===== config.mk =====
export PLATFORM = sky130hd
export DESIGN_NAME = jgpt_div_pipe
export DESIGN_NICKNAME = d
export VERILOG_FILES = /design/src/rtl/jgpt_pkg.sv /design/src/rtl/jgpt_div_pipe.sv
export SDC_FILE = /design/constraint.sdc
export NUM_CORES = 2
export LEC_CHECK = 0
export BUFFER_PORTS_ARGS = -buffer_cell sky130_fd_sc_hd__buf_2
export CORE_ASPECT_RATIO = 0.5
export CORE_MARGIN = 2
export CORE_UTILIZATION = 45
export CTS_BUF_LIST = sky130_fd_sc_hd__clkbuf_16
export DETAILED_ROUTE_END_ITERATION = 12
export PLACE_DENSITY = 0.73
export SLEW_MARGIN = 10
export SYNTH_ARGS = -nofsm -noshare
export SYNTH_HDL_FRONTEND = slang
export SYNTH_SLANG_ARGS = --single-unit

===== constraint.sdc =====
create_clock -name clock -period 17.8 [get_ports clock]
set_clock_uncertainty 0.05 [all_clocks]
set_input_delay 0.89 -clock clock [delete_from_list [all_inputs] [get_ports clock]]
set_output_delay 0.89 -clock clock [all_outputs]
set_load 0.01 [all_outputs]

===== src/rtl/jgpt_pkg.sv =====
`default_nettype none
// ----------------------------------------------------------------------------
// jgpt_pkg
// Shared constants for the jittered grid point test: hash multipliers, salts,
// register indexes and datapath widths.
// ----------------------------------------------------------------------------
package jgpt_pkg;

   // datapath widths
   localparam int DATA_W            = 32;
   localparam int SPACING_W         = 8;
   localparam int CSR_INDEX_W       = 2;
   localparam int DIV_STEP_BITS_DEF = 4;
   localparam int HASH_LANES        = 3;

   // register indexes
   typedef enum logic [CSR_INDEX_W-1:0] {
      CSR_WORLD_SEED        = 2'd0,
      CSR_DENSITY_THRESHOLD = 2'd1,
      CSR_CELL_SPACING      = 2'd2
   } csr_index_type;

   // cell mixing multipliers
   localparam logic [DATA_W-1:0] MIX_CX   = 32'h9e37_79b9;
   localparam logic [DATA_W-1:0] MIX_CZ   = 32'h85eb_ca6b;
   localparam logic [DATA_W-1:0] MIX_SEED = 32'hc2b2_ae35;

   // finalizer multipliers
   localparam logic [DATA_W-1:0] FIN_MUL_A = 32'h7feb_352d;
   localparam logic [DATA_W-1:0] FIN_MUL_B = 32'h846c_a68b;

   // salts: activity lane, x offset lane, z offset lane
   localparam logic [DATA_W-1:0] SALT_NONE = 32'h0000_0000;
   localparam logic [DATA_W-1:0] SALT_X    = 32'h68bc_21eb;
   localparam logic [DATA_W-1:0] SALT_Z    = 32'h02e5_be93;

   // reset values of the registers
   localparam logic [DATA_W-1:0]    SEED_RESET      = 32'd0;
   localparam logic [DATA_W-1:0]    THRESHOLD_RESET = 32'd1503238553;
   localparam logic [SPACING_W-1:0] SPACING_RESET   = 8'd5;

endpackage
`default_nettype wire


===== src/rtl/jgpt_div_pipe.sv =====
`default_nettype none
// ----------------------------------------------------------------------------
// jgpt_div_pipe
// Two-lane pipelined restoring divider by a shared 8-bit divisor. Each stage
// retires a fixed number of quotient bits; a sideband word and a valid bit
// travel alongside. The whole pipe advances only when en is high.
// ----------------------------------------------------------------------------
module jgpt_div_pipe
   import jgpt_pkg::*;
#(
   parameter int DATA_W_P    = DATA_W,
   parameter int STEP_BITS_P = DIV_STEP_BITS_DEF,
   parameter int SIDE_W_P    = 1
) (
   input  wire logic                 clock,
   input  wire logic                 reset,
   input  wire logic                 en,
   input  wire logic                 in_valid,
   input  wire logic [SPACING_W-1:0] divisor,
   input  wire logic [DATA_W_P-1:0]  dividend_a,
   input  wire logic [DATA_W_P-1:0]  dividend_b,
   input  wire logic [SIDE_W_P-1:0]  side_in,
   output logic                      out_valid,
   output logic [DATA_W_P-1:0]       quo_a,
   output logic [SPACING_W-1:0]      rem_a,
   output logic [DATA_W_P-1:0]       quo_b,
   output logic [SPACING_W-1:0]      rem_b,
   output logic [SIDE_W_P-1:0]       side_out
);

   localparam int NS = DATA_W_P / STEP_BITS_P;
   localparam int WK = DATA_W_P + SPACING_W;

   // work word: partial remainder on top, dividend shifting out / quotient in
   logic [WK-1:0]       work_a_ff [NS];
   logic [WK-1:0]       work_b_ff [NS];
   logic [SIDE_W_P-1:0] side_ff   [NS];
   logic [NS-1:0]       vld_ff;

   // a few restoring steps on one work word
   function automatic logic [WK-1:0] div_steps(input logic [WK-1:0]        w_in,
                                               input logic [SPACING_W-1:0] d);
      logic [WK-1:0]      w;
      logic [SPACING_W:0] t;
      logic [SPACING_W:0] diff;
      logic               ge;
      w = w_in;
      for (int b = 0; b < STEP_BITS_P; b++) begin
         t    = {w[WK-1:DATA_W_P], w[DATA_W_P-1]};
         diff = t - {1'b0, d};
         ge   = (t >= {1'b0, d});
         w[DATA_W_P-1:0]  = {w[DATA_W_P-2:0], ge};
         w[WK-1:DATA_W_P] = ge ? diff[SPACING_W-1:0] : t[SPACING_W-1:0];
      end
      return w;
   endfunction

   for (genvar s = 0; s < NS; s++) begin : g_stage
      logic [WK-1:0]       a_cur;
      logic [WK-1:0]       b_cur;
      logic [SIDE_W_P-1:0] s_cur;
      logic                v_cur;

      // stage input
      if (s == 0) begin : g_first
         assign a_cur = {{SPACING_W{1'b0}}, dividend_a};
         assign b_cur = {{SPACING_W{1'b0}}, dividend_b};
         assign s_cur = side_in;
         assign v_cur = in_valid;
      end else begin : g_next
         assign a_cur = work_a_ff[s-1];
         assign b_cur = work_b_ff[s-1];
         assign s_cur = side_ff[s-1];
         assign v_cur = vld_ff[s-1];
      end

      // stage payload
      always_ff @(posedge clock) begin
         if (en) begin
            work_a_ff[s] <= div_steps(a_cur, divisor);
            work_b_ff[s] <= div_steps(b_cur, divisor);
            side_ff[s]   <= s_cur;
         end
      end

      // stage valid
      always_ff @(posedge clock) begin
         if (reset) begin
            vld_ff[s] <= 1'b0;
         end else if (en) begin
            vld_ff[s] <= v_cur;
         end
      end
   end

   // last stage out
   assign out_valid = vld_ff[NS-1];
   assign quo_a     = work_a_ff[NS-1][DATA_W_P-1:0];
   assign rem_a     = work_a_ff[NS-1][WK-1:DATA_W_P];
   assign quo_b     = work_b_ff[NS-1][DATA_W_P-1:0];
   assign rem_b     = work_b_ff[NS-1][WK-1:DATA_W_P];
   assign side_out  = side_ff[NS-1];

endmodule
`default_nettype wire


After elaboration in Yosys (flattened, before gate mapping)
Memory sizes are Yosys's and may differ from the RTL's.
Index checks and enable logic that the tools add are counted.

word-level totals
  register bits after elaboration = 8
  latch bits = 0
  RAM bits = 648
  memory bits (read-only) = 0
  output and inout bits = 82
  memories kept = 3

memories
  name       words  bits a word  read ports  clocked after Yosys merged registers in  write ports  line                 source
  work_a_ff  8      40           8           0                                        8            jgpt_div_pipe.sv:35  logic [WK-1:0] work_a_ff [NS];
  work_b_ff  8      40           8           0                                        8            jgpt_div_pipe.sv:36  logic [WK-1:0] work_b_ff [NS];
  side_ff    8      1            8           0                                        8            jgpt_div_pipe.sv:37  logic [SIDE_W_P-1:0] side_ff [NS];

operators by class
  add/subtract/negate cells = 64
  multipliers = 0
  div/mod/pow operators = 0
  magnitude comparators = 64
  equal/unequal tests = 0
  shift operators = 0
  mux-type cells = 66
  bitwise operators = 0
  reduce and logical (&&, ||, !) cells = 0

operators by type and width
  cell                                        number
  greater-or-equal comparator 9 x 8 -> 1 bit  62
  2-to-1 mux 8 bit                            64
  subtractor 8 bit                            62
  greater-or-equal comparator 1 x 8 -> 1 bit  2
  subtractor 1 x 8 -> 8 bit                   2
  2-to-1 mux 1 bit                            2

Longest topological paths before layout
An unclocked memory read counts as a cell.

  word-level depth = 9
  gate-level depth with buffers = 43
  mapped depth without buffers = 39

Least setup slack after synthesis
No wires, ideal clock.

  path type = in2reg
  start point = input divisor[1]
  end point = memory work_b_ff[0][119] in the netlist's numbering (data pin)
  library setup time = 259 ps
  arrival = 12033 ps
  required time = 17491 ps
  path slack = 5458 ps
  cell stages on the path = 39
  buffers on the path = 3
  cell sequence = inv_1 > ha_1 > nor2b_1 > o31a_1 > o31a_1 > o31ai_1 > clkbuf_1 > mux2_2 > ha_1 > and4_1 > a21oi_1 > nand3_1 > nand2_1 > o211ai_1 > clkbuf_1 > nor2_1 > a21oi_1 > ha_1 > (+3 left out) > a211oi_1 > o21ai_0 > a221oi_1 > and2_1 > inv_1 > clkbuf_1 > a21oi_1 > ha_1 > nor2b_1 > o21ai_0 > a21oi_1 > o31ai_1 > a21oi_1 > or3b_2 > a21oi_1 > a21o_1 > inv_2 > a211o_1

RTL lines
  element          line                 source
  start, declared  jgpt_div_pipe.sv:19  input wire logic [SPACING_W-1:0] divisor,
  end, declared    jgpt_div_pipe.sv:36

==> results by group <==
Outcome
  – Status: finished clean

Synth
  – Ys Warns: 0
  – Yosys cell types: 105
  – Prevailing post-synth register cell: edfxtp_1
  – Syn Inst Count: 4223
  – Synth Area in Adders: 0.162
  – Synth Area in Compound Gates: 0.150
  – #FFs+latches synth: 656
  – Mapped Area: 46300 sq um
  – Simple-gate share of the synthesized area: 0.117
  – Top cell type's share of synthesized area: 0.420
  – EDFF count, synth: 648
  – Syn avg cell area: 11.0 sq um
  – Synth top area cells: edfxtp_1 42%, ha_1 14%, mux2_2 4.1%
  – Largest family of logic cells by synthesized area: adder cells
  – Async SR Flop Fraction: 0
  – Register area share after synthesis: 0.424
  – Xor and xnor area share after synthesis: 0.0562
  – Area leader, netlist: edfxtp_1
  – Post-synthesis mux area share: 0.0622
  – Syn_nets: 4862

Worst setup path
  – Reg2reg setup slack: 7.30 ns
  – R2r endpoint: work_a_ff[1][154]
  – Slowest CP cell: buf_12
  – Worst reg2reg path startpoint: work_a_ff[1][112]
  – FF-to-FF path depth: 36
  – Req. time, crit path: 18.13 ns
  – Slowest stage delay, CP: 0.57 ns
  – Crit. End Element: register
  – Most frequent CP cell: a21oi_1
  – WS Path Type: input pin to register
  – Crit path max fanout: 88
  – Startpoint Class: input pin
  – Worst path arrival time: 11.68 ns

Clocking
  – Clk_lat worst skew: 0.66 ns
  – CTS tree: yes
  – H-tree depth: 2
  – Hold Buf Count CTS: 0
  – CTS Buffer Depth: 3
  – Setup Buffers After CTS: 0
  – Clk sinks: 656
  – Root Driver: clkbuf_16
  – TritonCTS Buffers: 61
  – Clk slew on worst S/H paths: 0.06 ns
  – Cts repair resizes: 0

Floorplan
  – Initial core utilization: 0.453
  – DIE AREA: 106000 sq um
  – # rows: 83
  – Io pins: 159
  – Die W: 458 um
  – Core ar.: 102000 sq um
  – Die H: 231 um

Hold path
  – Hold-critical path depth: 1
  – Hold Crit Class: input pin to register
  – Worst Hold End: work_a_ff[0][23]
  – Min-delay src: dividend_a[19]

Timing
  – Slew margin rel.: 0.193
  – Fin crit share: 0.638
  – Fmax: 88.1 MHz
  – Final TNS setup: 0 ns
  – Worst-margin pin slew: 1.21 ns
  – Tmin final: 11.35 ns
  – Unrepaired setup endpoints after global routing: no
  – Hold WS: 0.359 ns
  – Final Hold Fails: 0
  – Setup-failing EPs final: 0
  – Final max-slew violation count: 0

Drt
  – Vias: 33500
  – First-pass DRT Iterations: 5
  – Post-route ant nets: 0
  – Initial DRC count: 2281
  – Routed Wire Length: 107000 um
  – Via-per-instance ratio: 5.73
  – Final routed DRC violation total: 0
  – Routed length per instance: 18.4 um

Global route
  – Initial antenna violation count: 5
  – GRT overflow: 0
  – GRT Total Usage: 0.199
  – First-pass GRT wire length: 172000 um
  – Met2 usage: 0.345
  – Vias in the first global route: 33300
  – GR Util met3: 0.0261
  – Met1 Use GR: 0.254
  – Grt peak-use layer: met2
  – Pin count of the biggest net entering global routing: 165

Layout
  – Layout cells sized above 1: 0.127
  – Area Overhead vs Synth: 10.1%
  – Post-layout util: 0.499
  – Nets: 5064

Job
  – Max-Cap Viols: 0

Place
  – HPWL Detailed: 76700 um
  – GP Congestion: 0.912
  – Input/output buffers: 158
## cell usage in the layout, fill, tap and decap left out, types with 63 or more instances in the layout
cell | netlist | routed
o21a_1 | 76 | 76
buf_2 | 13 | 156
nor2b_1 | 107 | 107
mux2_2 | 168 | 168
a21oi_1 | 255 | 255
nand3_1 | 86 | 86
nor3_1 | 78 | 78
mux2i_1 | 85 | 85
xor2_1 | 100 | 100
clkbuf_16 | 0 | 63
edfxtp_1 | 648 | 648
o21ai_0 | 220 | 220
xnor2_1 | 197 | 197
a21o_1 | 90 | 90
nor2_1 | 314 | 314
inv_1 | 294 | 302
ha_1 | 500 | 500
nand2_1 | 187 | 187
## worst max-delay path: cells and delay by family
kind            cells  cell delay, ns
simple gates        7            1.52
fa+ha+maj           4            1.27
buf+inv             8            2.07
compound gates     22            5.85
## cells in the mapped netlist, types with 28 or more instances
library cell and instances:
o31a_1 33, xnor2_1 197, o21a_1 76, mux2i_1 85
a21o_1 90, o211ai_1 31, nor3_1 78, edfxtp_1 648
clkbuf_1 28, nand3_1 86, xor2_1 100, mux2_2 168
o21bai_1 53, or3_1 29, nand2b_1 39, o21ai_0 220
inv_1 294, a21oi_1 255, nand4_1 62, fa_1 62
ha_1 500, nand2_1 187, nor2b_1 107, nor2_1 314
or2_2 45
## final cells by class
type | instances | area [sq um]
repair buffers | 185 | 1090
clock buffers | 63 | 1580
well taps | 1360 | 1700
multi-input cells | 3214 | 25400
fillers | 8773 | 51300
clock inverters | 51 | 498
inverters | 307 | 1170
flip-flops and latches | 656 | 19600
diodes | 3 | 7.51
## sequential cells by signal (all words and copies together) (netlist names)
signal	flops
g_stage.v_cur	7
out_valid	1
side_ff	8
work_a_ff	320
work_b_ff	320
## logic make-up after synthesis
| family | count (synthesis) |
|---|---|
| simple gates | 1066 |
| buf+inv | 353 |
| fa+ha+maj | 562 |
| compound gates | 1026 |
| xor+xnor | 297 |
| mux | 263 |
| flops | 656 |
## worst max path at each step
stage | start | cells after the start | to | slack, ns
after CTS | divisor[1] | 41 | work_b_ff[0][119] | 6.57
after global routing | divisor[1] | 36 | work_a_ff[1][32] | 5.60
after global placement | divisor[1] | 38 | work_b_ff[1][39] | 6.14
after floorplan | divisor[1] | 39 | work_b_ff[0][119] | 5.46
final | divisor[1] | 41 | work_b_ff[0][119] | 6.45
after detailed placement | divisor[1] | 41 | work_b_ff[0][119] | 5.90
## per-stage QoR
step                std cells  setup slack (ns)  cell area (sq um)
finish                   5839              6.45              51000
global route             5836              5.60              51000
CTS                      5836              6.57              51000
detailed placement       5722              5.90              48900
global placement         5722              6.14              48900
floorplan                4223              5.46              46300
## per-layer routing
metal | share of wire | wire, um
met5 | 0.00012 | 13
met4 | 0.038 | 4070
met3 | 0.044 | 4750
met2 | 0.48 | 51600
met1 | 0.44 | 46900
Power is not shown: default switching activity piles up to over one toggle a cycle in this logic, so the estimate is an artifact.
